**config.mk**
```make
export PLATFORM = sky130hd
export DESIGN_NAME = nearest_point_table_search_top
export DESIGN_NICKNAME = d
export VERILOG_FILES = /design/src/npts_pkg.sv /design/src/npts_front.sv /design/src/npts_isqrt.sv /design/src/npts_back.sv /design/src/nearest_point_table_search_top.sv
export VERILOG_INCLUDE_DIRS = /design/src /design/src/src
export SDC_FILE = /design/constraint.sdc
export NUM_CORES = 2
export LEC_CHECK = 0
export BUFFER_PORTS_ARGS = -buffer_cell sky130_fd_sc_hd__buf_2
export CAP_MARGIN = 30
export CORE_MARGIN = 4
export CORE_UTILIZATION = 60
export CTS_BUF_LIST = sky130_fd_sc_hd__clkbuf_4 sky130_fd_sc_hd__clkbuf_8
export CTS_CLUSTER_SIZE = 10
export DETAILED_ROUTE_END_ITERATION = 10
export PLACE_DENSITY = 0.74
export SLEW_MARGIN = 20
export SYNTH_ARGS = -nofsm -noshare
export SYNTH_HDL_FRONTEND = slang
export SYNTH_SLANG_ARGS = --single-unit
```
**constraint.sdc**
```tcl
create_clock -name clk -period 7.1 [get_ports clk]
set_input_delay 0.355 -clock clk [delete_from_list [all_inputs] [get_ports clk]]
set_output_delay 0.355 -clock clk [all_outputs]
set_load 0.05 [all_outputs]
```
**src/nearest_point_table_search_top_defines.svh**
```systemverilog
// Assertion macros used by the nearest-point table search back end.
`ifndef NEAREST_POINT_TABLE_SEARCH_TOP_DEFINES_SVH
`define NEAREST_POINT_TABLE_SEARCH_TOP_DEFINES_SVH

// Same-cycle implication, sampled on clk, held off during reset.
`define NPTS_AST_SAME(lbl, ante, cons, msg) \
  lbl: assert property (@(posedge clk) disable iff (!rst_n) (ante) |-> (cons)) \
    else $error(msg);

// Next-cycle implication, sampled on clk, held off during reset.
`define NPTS_AST_NEXT(lbl, ante, cons, msg) \
  lbl: assert property (@(posedge clk) disable iff (!rst_n) (ante) |=> (cons)) \
    else $error(msg);

`endif

```
**src/npts_pkg.sv**
```systemverilog
// Package: sizes, codes, item types and helpers of the nearest-point table search.
`default_nettype none

package npts_pkg;

  // Table size and coordinate precision
  localparam int CAPACITY   = 64;
  localparam int COORD_BITS = 16;

  // Fixed field widths of the item ports
  localparam int IN_COORD_W = 16;
  localparam int RANGE_W    = 17;
  localparam int OUT_IDX_W  = 6;
  localparam int DIST_W     = 17;
  localparam int OUT_MASK_W = 64;
  localparam int OUT_CNT_W  = 7;

  // Derived widths
  localparam int CW     = (COORD_BITS < IN_COORD_W) ? COORD_BITS : IN_COORD_W;
  localparam int IDX_W  = (CAPACITY > 1) ? $clog2(CAPACITY) : 1;
  localparam int CNT_W  = $clog2(CAPACITY + 1);
  localparam int RSQ_W  = 2 * RANGE_W;
  localparam int SQ_W   = 2 * CW + 1;
  localparam int RT_W   = CW + 1;

  localparam logic [DIST_W-1:0] DIST_MAX = '1;

  // Command queue between front and back
  localparam int QDEPTH = 2;
  localparam int QPTR_W = (QDEPTH > 1) ? $clog2(QDEPTH) : 1;
  localparam int QCNT_W = $clog2(QDEPTH + 1);

  // Item kinds on the input port
  localparam logic [1:0] KIND_ADD   = 2'd0;
  localparam logic [1:0] KIND_CLEAR = 2'd1;
  localparam logic [1:0] KIND_QUERY = 2'd2;

  // Classified operations handed to the back end
  typedef logic [1:0] op_t;
  localparam op_t OP_NONE  = 2'd0;
  localparam op_t OP_ADD   = 2'd1;
  localparam op_t OP_CLEAR = 2'd2;
  localparam op_t OP_QUERY = 2'd3;

  typedef struct packed {
    logic [1:0]            kind;
    logic [IN_COORD_W-1:0] point_x;
    logic [IN_COORD_W-1:0] point_y;
    logic [RANGE_W-1:0]    search_range;
  } in_item_t;

  typedef struct packed {
    logic                  found;
    logic [OUT_IDX_W-1:0]  nearest_index;
    logic [DIST_W-1:0]     nearest_distance;
    logic [OUT_MASK_W-1:0] in_range_mask;
    logic [OUT_CNT_W-1:0]  stored_count;
    logic                  dropped;
  } out_item_t;

  typedef struct packed {
    op_t              op;
    logic [CW-1:0]    x;
    logic [CW-1:0]    y;
    logic [RSQ_W-1:0] range_sq;
  } cmd_t;

  // Absolute difference of two coordinates
  function automatic logic [CW-1:0] abs_diff(input logic [CW-1:0] a, input logic [CW-1:0] b);
    return (a > b) ? (a - b) : (b - a);
  endfunction

endpackage

`default_nettype wire

```
**src/npts_front.sv**
```systemverilog
// Front end: accepts items, classifies them and queues commands for the back end.
`default_nettype none

module npts_front import npts_pkg::*; (
  input  logic     clk,
  input  logic     rst_n,
  input  logic     push,
  input  in_item_t in_item,
  output logic     full,
  output logic     cmd_valid,
  output cmd_t     cmd,
  input  logic     cmd_take
);

  cmd_t              q_r [QDEPTH];
  logic [QPTR_W-1:0] wr_ptr_r;
  logic [QPTR_W-1:0] rd_ptr_r;
  logic [QCNT_W-1:0] cnt_r;
  cmd_t              cmd_new;
  logic              wr_en;
  logic              rd_en;

  assign full      = (cnt_r == QCNT_W'(QDEPTH));
  assign cmd_valid = (cnt_r != '0);
  assign wr_en     = push && !full;
  assign rd_en     = cmd_take && cmd_valid;
  assign cmd       = q_r[rd_ptr_r];

  // Classify the item; square the range once here
  always_comb begin
    cmd_new.x        = in_item.point_x[CW-1:0];
    cmd_new.y        = in_item.point_y[CW-1:0];
    cmd_new.range_sq = RSQ_W'(in_item.search_range) * RSQ_W'(in_item.search_range);
    unique case (in_item.kind)
      KIND_ADD:   cmd_new.op = OP_ADD;
      KIND_CLEAR: cmd_new.op = OP_CLEAR;
      KIND_QUERY: cmd_new.op = OP_QUERY;
      default:    cmd_new.op = OP_NONE;
    endcase
  end

  // Queue storage
  always_ff @(posedge clk) begin
    if (wr_en) begin
      q_r[wr_ptr_r] <= cmd_new;
    end
  end

  // Queue pointers and fill count
  always_ff @(posedge clk) begin
    if (!rst_n) begin
      wr_ptr_r <= '0;
      rd_ptr_r <= '0;
      cnt_r    <= '0;
    end else begin
      if (wr_en) begin
        wr_ptr_r <= (wr_ptr_r == QPTR_W'(QDEPTH - 1)) ? '0 : wr_ptr_r + 1'b1;
      end
      if (rd_en) begin
        rd_ptr_r <= (rd_ptr_r == QPTR_W'(QDEPTH - 1)) ? '0 : rd_ptr_r + 1'b1;
      end
      if (wr_en && !rd_en) begin
        cnt_r <= cnt_r + 1'b1;
      end else if (rd_en && !wr_en) begin
        cnt_r <= cnt_r - 1'b1;
      end
    end
  end

endmodule

`default_nettype wire

```
**src/npts_isqrt.sv**
```systemverilog
// Iterative integer square root, one root bit per cycle.
`default_nettype none

module npts_isqrt import npts_pkg::*; (
  input  logic            clk,
  input  logic            rst_n,
  input  logic            start,
  input  logic [SQ_W-1:0] radicand,
  output logic            done,
  output logic [RT_W-1:0] root
);

  localparam int REM_W  = RT_W + 3;
  localparam int RAD_W  = 2 * RT_W;
  localparam int STEP_W = $clog2(RT_W + 1);

  logic              busy_r;
  logic              done_r;
  logic [STEP_W-1:0] step_r;
  logic [RAD_W-1:0]  rad_r;
  logic [REM_W-1:0]  rem_r;
  logic [RT_W-1:0]   root_r;
  logic [REM_W-1:0]  rem_sh;
  logic [REM_W-1:0]  trial;
  logic              ge;
  logic              last;

  // Bring down two radicand bits, try root*4+1
  assign rem_sh = {rem_r[REM_W-3:0], rad_r[RAD_W-1 -: 2]};
  assign trial  = REM_W'({root_r, 2'b01});
  assign ge     = (rem_sh >= trial);
  assign last   = (step_r == STEP_W'(RT_W - 1));

  assign done = done_r;
  assign root = root_r;

  // Step control
  always_ff @(posedge clk) begin
    if (!rst_n) begin
      busy_r <= 1'b0;
      done_r <= 1'b0;
      step_r <= '0;
    end else begin
      done_r <= busy_r && last;
      if (start) begin
        busy_r <= 1'b1;
        step_r <= '0;
      end else if (busy_r) begin
        step_r <= step_r + 1'b1;
        if (last) begin
          busy_r <= 1'b0;
        end
      end
    end
  end

  // Datapath
  always_ff @(posedge clk) begin
    if (start) begin
      rad_r  <= RAD_W'(radicand);
      rem_r  <= '0;
      root_r <= '0;
    end else if (busy_r) begin
      rad_r  <= {rad_r[RAD_W-3:0], 2'b00};
      rem_r  <= ge ? (rem_sh - trial) : rem_sh;
      root_r <= {root_r[RT_W-2:0], ge};
    end
  end

endmodule

`default_nettype wire

```
**src/npts_back.sv**
```systemverilog
// Back end: point table, query scan pipeline, root unit and result register.
`default_nettype none

`include "nearest_point_table_search_top_defines.svh"

module npts_back import npts_pkg::*; (
  input  logic      clk,
  input  logic      rst_n,
  input  logic      cmd_valid,
  input  cmd_t      cmd,
  output logic      cmd_take,
  output logic      empty,
  input  logic      pop,
  output out_item_t out_item
);

  localparam logic [1:0] ST_IDLE = 2'd0;
  localparam logic [1:0] ST_SCAN = 2'd1;
  localparam logic [1:0] ST_ROOT = 2'd2;

  logic [1:0]          state_r;
  logic [1:0]          state_nxt;
  logic [CNT_W-1:0]    count_r;
  logic [CNT_W-1:0]    count_nxt;
  logic [CNT_W-1:0]    issue_r;
  logic [2*CW-1:0]     mem [CAPACITY];
  logic [2*CW-1:0]     rd_data_r;
  logic                rd_en;
  logic [IDX_W-1:0]    rd_addr;
  logic                v1_r;
  logic                v2_r;
  logic                v3_r;
  logic [IDX_W-1:0]    t1_r;
  logic [IDX_W-1:0]    t2_r;
  logic [IDX_W-1:0]    t3_r;
  logic [CW-1:0]       qx_r;
  logic [CW-1:0]       qy_r;
  logic [RSQ_W-1:0]    rsq_r;
  logic [CW-1:0]       dx_r;
  logic [CW-1:0]       dy_r;
  logic [2*CW-1:0]     dx2_r;
  logic [2*CW-1:0]     dy2_r;
  logic [SQ_W-1:0]     sq;
  logic [SQ_W-1:0]     best_r;
  logic [IDX_W-1:0]    bidx_r;
  logic [CAPACITY-1:0] mask_r;
  logic                is_full;
  logic                start_scan;
  logic                scan_end;
  logic                sq_done;
  logic [RT_W-1:0]     sq_root;
  logic [DIST_W-1:0]   dist_sat;
  out_item_t           take_res;
  out_item_t           query_res;
  out_item_t           res_r;
  logic                res_valid_r;

  // Take a command only with the result register free
  assign cmd_take   = (state_r == ST_IDLE) && cmd_valid && !res_valid_r;
  assign is_full    = (count_r == CNT_W'(CAPACITY));
  assign start_scan = cmd_take && (cmd.op == OP_QUERY) && (count_r != '0);
  assign rd_en      = (state_r == ST_SCAN) && (issue_r < count_r);
  assign rd_addr    = issue_r[IDX_W-1:0];
  assign scan_end   = (state_r == ST_SCAN) && !rd_en && !v1_r && !v2_r && !v3_r;
  assign sq         = SQ_W'(dx2_r) + SQ_W'(dy2_r);
  assign dist_sat   = (32'(sq_root) > 32'(DIST_MAX)) ? DIST_MAX : DIST_W'(sq_root);

  assign empty    = !res_valid_r;
  assign out_item = res_r;

  // Entry count after the command now taken
  always_comb begin
    unique case (cmd.op)
      OP_ADD:   count_nxt = is_full ? count_r : count_r + 1'b1;
      OP_CLEAR: count_nxt = '0;
      OP_QUERY: count_nxt = count_r;
      OP_NONE:  count_nxt = count_r;
    endcase
  end

  always_comb begin
    state_nxt = state_r;
    unique case (state_r)
      ST_IDLE: if (start_scan) state_nxt = ST_SCAN;
      ST_SCAN: if (scan_end)   state_nxt = ST_ROOT;
      ST_ROOT: if (sq_done)    state_nxt = ST_IDLE;
      default: state_nxt = ST_IDLE;
    endcase
  end

  // Point table: one write port for adds, one registered read port for the scan
  always_ff @(posedge clk) begin
    if (cmd_take && (cmd.op == OP_ADD) && !is_full) begin
      mem[count_r[IDX_W-1:0]] <= {cmd.x, cmd.y};
    end
    if (rd_en) begin
      rd_data_r <= mem[rd_addr];
    end
  end

  // Control state
  always_ff @(posedge clk) begin
    if (!rst_n) begin
      state_r     <= ST_IDLE;
      count_r     <= '0;
      issue_r     <= '0;
      v1_r        <= 1'b0;
      v2_r        <= 1'b0;
      v3_r        <= 1'b0;
      res_valid_r <= 1'b0;
    end else begin
      state_r <= state_nxt;
      v1_r    <= rd_en;
      v2_r    <= v1_r;
      v3_r    <= v2_r;
      if (cmd_take) begin
        count_r <= count_nxt;
      end
      if (start_scan) begin
        issue_r <= '0;
      end else if (rd_en) begin
        issue_r <= issue_r + 1'b1;
      end
      if ((cmd_take && !start_scan) || ((state_r == ST_ROOT) && sq_done)) begin
        res_valid_r <= 1'b1;
      end else if (pop) begin
        res_valid_r <= 1'b0;
      end
    end
  end

  // Scan pipeline: read, differences, squares, compare
  always_ff @(posedge clk) begin
    t1_r  <= rd_addr;
    t2_r  <= t1_r;
    t3_r  <= t2_r;
    dx_r  <= abs_diff(rd_data_r[2*CW-1:CW], qx_r);
    dy_r  <= abs_diff(rd_data_r[CW-1:0], qy_r);
    dx2_r <= dx_r * dx_r;
    dy2_r <= dy_r * dy_r;
    if (start_scan) begin
      qx_r   <= cmd.x;
      qy_r   <= cmd.y;
      rsq_r  <= cmd.range_sq;
      mask_r <= '0;
    end
    if (v3_r) begin
      // strict less keeps the lowest index on a tie
      if ((t3_r == '0) || (sq < best_r)) begin
        best_r <= sq;
        bidx_r <= t3_r;
      end
      if (RSQ_W'(sq) < rsq_r) begin
        mask_r[t3_r] <= 1'b1;
      end
    end
  end

  // Result of a command finished at take: only count and drop flag
  always_comb begin
    take_res              = '0;
    take_res.stored_count = OUT_CNT_W'(count_nxt);
    take_res.dropped      = (cmd.op == OP_ADD) && is_full;
  end

  // Result of a finished query scan
  always_comb begin
    query_res                  = '0;
    query_res.found            = 1'b1;
    query_res.nearest_index    = OUT_IDX_W'(bidx_r);
    query_res.nearest_distance = dist_sat;
    query_res.in_range_mask    = OUT_MASK_W'(mask_r);
    query_res.stored_count     = OUT_CNT_W'(count_r);
  end

  // Result register
  always_ff @(posedge clk) begin
    if (cmd_take) begin
      res_r <= take_res;
    end else if ((state_r == ST_ROOT) && sq_done) begin
      res_r <= query_res;
    end
  end

  npts_isqrt u_isqrt (
    .clk      (clk),
    .rst_n    (rst_n),
    .start    (scan_end),
    .radicand (best_r),
    .done     (sq_done),
    .root     (sq_root)
  );

  // Checks
  `NPTS_AST_SAME(a_no_result_mid_query, state_r != ST_IDLE, !res_valid_r,
                 "result pending during query")
  `NPTS_AST_SAME(a_root_only_in_root, sq_done, state_r == ST_ROOT,
                 "root done outside root state")
  `NPTS_AST_NEXT(a_clear_empties, cmd_take && cmd.op == OP_CLEAR, count_r == '0,
                 "clear left entries")
  `NPTS_AST_NEXT(a_add_grows, cmd_take && cmd.op == OP_ADD && !is_full,
                 count_r == $past(count_r) + 1'b1, "add did not grow table")

endmodule

`default_nettype wire

```
**src/nearest_point_table_search_top.sv**
```systemverilog
// Top level of the nearest-point table search.
// A table of up to 64 points (Q12.4) takes add, clear and query items through a
// two-entry command queue and returns one result item per input item. Add, clear,
// unused kinds and a query of an empty table have their result registered when the
// back end takes the command. A query of a non-empty table first scans it: the scan
// reads one entry per cycle from the table's single read port through a four-stage
// distance pipeline, then the square root of the best squared distance is formed
// one bit per cycle. Only one command runs in the back end at a time and the next
// one is taken only after the result is popped; the input queue and the result
// register let the producer and consumer stall independently.
`default_nettype none

module nearest_point_table_search_top import npts_pkg::*; (
  input  logic      clk,
  input  logic      rst_n,
  input  logic      push,
  input  in_item_t  in_item,
  output logic      full,
  output logic      empty,
  input  logic      pop,
  output out_item_t out_item
);

  logic cmd_valid;
  cmd_t cmd;
  logic cmd_take;

  npts_front u_front (
    .clk       (clk),
    .rst_n     (rst_n),
    .push      (push),
    .in_item   (in_item),
    .full      (full),
    .cmd_valid (cmd_valid),
    .cmd       (cmd),
    .cmd_take  (cmd_take)
  );

  npts_back u_back (
    .clk       (clk),
    .rst_n     (rst_n),
    .cmd_valid (cmd_valid),
    .cmd       (cmd),
    .cmd_take  (cmd_take),
    .empty     (empty),
    .pop       (pop),
    .out_item  (out_item)
  );

endmodule

`default_nettype wire

```
==> metrics.md <==
| Metric | Value |
|---|---|
| Gate power share | 0.389 |
| Clk slew on worst S/H paths | 60 ps |
| Die Y | about 470 µm |
| Vias in the first global route | around 73k |
| HPWL after DPL | 193000 µm |
| First-pass GRT wire length | about 460000 µm |
| Layout Cells excl Fill | between 10k and 15k |
| Hold_ws | around 74 ps |
| XOR/XNOR Fraction of Synth Area | 0.0127 |
| CTS Buf Count | roughly 420 |
| Clock sinks | 2691 |
| Largest family of logic cells by synthesized area | adder cells |
| Int Power | between 30 and 40 mW |
| CP max stage delay | 840 ps |
| P_sw | approximately 19 mW |
| Core area | between 0.2 and 0.25 mm² |
| Setup Skew | 108 ps |
| FF+latch area | just under 0.08 mm² |
| Final setup vio count | 0 |
| TritonCTS clock tree | built |
| Post-Syn Area per Cell | roughly 16 µm² |
| Layout area overhead | 11.0% |
| Post-Route WL | about 300000 µm |
| Worst path arrival time | about 7500 ps |
| EDFF count, synth | between 2k and 2.5k |
| Critical path type | flop to flop |
| Element type at the critical path end | flop |
| Post-Syn Area | around 0.13 mm² |
| PD cells | 379 mW/mm² |
| Yosys warning count | 0 |
| Most frequent cells in the layout | edfxtp_1, inv_1, mux4_2 |
| Clk network pwr share | 0.237 |
| Layout cells sized above 1 | 0.211 |
| Type of origin of the critical path | flop |
| First-pass DRT Iterations | 6 |
| Antenna violations before repair | 20 |
| DR iter-0 viols | between 7k and 8k |
| Final hold violation count | 0 |
| Multi-input gate area | approximately 0.046 mm² |
| Switch share | 0.351 |
| Post-Route Setup TNS | 0 ps |
| Critical Path Fanout Max | 17 |
| Worst vdd ir | about 0.00055 V |
| Synth Instances | approximately 8k |
| Mux cell area share after synthesis | 0.129 |
| Relative slew slack | 0.310 |
| Ports | 153 |
| Yosys reg bits | about 2.7k |
| Most frequent CP cell | fa_1 |
| Final min period | 6550 ps |
| Htree depth | 5 |
| FILL cells | between 10k and 15k |
| Complex-gate fraction of the synthesized area | 0.0367 |
| CP Launch Point | u_back.dx_r[6] |
| CP cell instances | nand2_1, fa_1, inv_1, fa_1, inv_1, fa_1, inv_1, fa_1, fa_1, inv_1, fa_1, inv_1, ha_1, a21oi_1, o21ai_0, o21bai_1, a21oi_1, o311ai_1, a21boi_0, o21a_1, o41ai_1, xnor2_1 |
| Max-cap viol count | 0 |
| Slew Viols, Final | 0 |
| Row count | ~170 |
| Grt total ovfl | 0 |
| Synthesized Nets | around 9k |
| Hold crit path type | input pin to flop |
| CTS max path bufs | 4 |
| Drt wl/cell | around 26 µm |
| Sequential power share | 0.373 |
| Crit Reg-Reg Startpoint | u_back.dx_r[6] |
| Ys async rst share | 0 |
| Global Route Usage Sum | 0.283 |
| Fmax achieved | ~0.15 GHz |
| Placed Cells | ~11k |
| IO buf count | roughly 150 |
| Post-route clock period utilization | 0.922 |
| Slew @ Worst Pin | 1030 ps |
| Synth unique cells | 86 |
| Post-synth top flop | edfxtp_1 |
| Seq/Total Area, Yosys | 0.609 |
| Adder-Cell Fraction of Synth Area | 0.132 |
| CTS Root Cell | clkbuf_8 |
| Slowest cell on the critical path | dfxtp_1 |
| Worst endpoint required time | approximately 8000 ps |
| Layout Nets | ~9.5k |
| Initial Utilization | 0.605 |
| Die X | roughly 470 µm |
| Skew-Pair Late Insertion Delay | ~1100 ps |
| Hold_sp | in_item[42] |
| Most common cell after layout, fill and taps aside | edfxtp_1 |
| Vias | 70.3k |
| Finished Cell Area | 0.141 mm² |
| Vias per inst | 6.09 |
| Area after DPL | between 0.1 and 0.15 mm² |
| RSZ-0062 raised after global routing | false |
| Static leakage | between 50 and 60 nW |
| Die Area | 0.220 mm² |
| Largest net degree at the start of global routing | ~120 |
| Antenna viol nets, final | 0 |
| Simple-gate area share of the yosys netlist | 0.0447 |
| Status | finished, final reports clean |
| Post-route DRC | 0 |
| Power Total | 53.6 mW |
| GP Congestion | about 0.87 |
[area by class of cell]
class | instances | share of cell area
antenna | 14 | 0.000248
clock buffer | 593 | 0.0511
clock inverter | 148 | 0.00655
inverter | 896 | 0.0238
multi-input combinational | 4004 | 0.323
sequential | 2691 | 0.549
tap | 2805 | 0.0248
timing repair buffer | 392 | 0.0213
[power groups by stage]
stage | Sequential [mW] | Combinational [mW] | Clock [mW]
after floorplan | 20.2 | 14.8 | 0
after global placement | 20.3 | 20.3 | 0
after detailed placement | 20.3 | 20.8 | 0
after CTS | 20.0 | 21.0 | 12.9
after global routing | 20.0 | 23.5 | 13.7
final | 20.0 | 20.9 | 12.7
[worst max-delay path: cells and delay by family (launching register included)]
kind            cells  cell delay [ps]
buf+inv             5              260
compound gates      8             1610
xor+xnor            1              170
simple gates        1              220
flops               1              840
fa+ha+maj           7             3340
[timing repair]
item | in CTS | in global routing
buffers inserted | 0 | 0
hold endpoints to repair | 116 | 0
endpoints found under the setup margin | 0 | 1
resized for setup | 0 | 1
hold buffers | 53 | 0
[metrics by stage]
| step | worst slack, ps | utilization |
|---|---|---|
| after floorplan | 944 | - |
| after global placement | 495 | 0.629 |
| after detailed placement | 524 | 0.630 |
| after CTS | 528 | 0.671 |
| after global routing | 40.5 | 0.672 |
| final | 554 | 0.672 |
[worst paths after layout]
path,to,slack [ps],depth (start not counted)
max,u_back.dx2_r[30],550,22
min,u_front.q_r[0][59],70,2
max reg2reg,u_back.dx2_r[30],550,22
min reg2reg,u_back.t2_r[4],320,0
[layer usage]
metal / global-route usage / routed length (µm)
met5: 0 / 56
met4: 0.117 / 13600
met3: 0.0514 / 26400
met2: 0.483 / 155000
met1: 0.363 / 110000
[cells in the mapped netlist, types with 29 or more instances]
cell,n,area (µm²)
nand2_1,571,2140
mux2i_1,48,480
xor2_1,59,517
nor3_1,32,160
nand4_1,33,206
edfxtp_1,2359,70800
nor2_1,264,991
a21oi_1,250,1250
mux2_2,72,811
o21a_1,31,233
buf_2,55,275
inv_1,895,3360
o21ai_0,186,931
and2_1,157,982
xnor2_1,126,1100
buf_1,38,143
dfxtp_1,332,6650
nor2b_1,42,263
mux4_2,672,15100
nand3_1,51,255
clkbuf_1,201,754
ha_1,504,6310
fa_1,522,10500
a21o_1,100,751
a211oi_1,29,218
nand2b_1,31,194
[registers in the layout, summed over array words and instances (netlist names), 7 cells and up, named ones only]
name and cells:
u_back.dy_r 16, u_back.best_r 33, u_back.out_item 96, u_back.dx_r 16, u_back.u_isqrt.root 17, u_back.mask_r 64, u_back.qy_r 16, u_back.qx_r 16
u_back.rsq_r 33, u_back.u_isqrt.rad_r 34, u_back.issue_r 7, u_back.rd_data_r 32, u_back.mem 2048, u_front.q_r 134, u_back.dx2_r 31, u_back.u_isqrt.rem_r 18
u_back.dy2_r 31, u_back.count_r 7
[cells by family (layout without fill, tap and decap cells)]
logic type / after synthesis / in the layout
flops: 2691 / 2691
xor+xnor: 185 / 185
fa+ha+maj: 1026 / 1026
buf+inv: 1197 / 2029
mux: 792 / 792
simple gates: 1252 / 1252
other cells: 0 / 14
compound gates: 749 / 749
(Power assumes the default switching activity.)
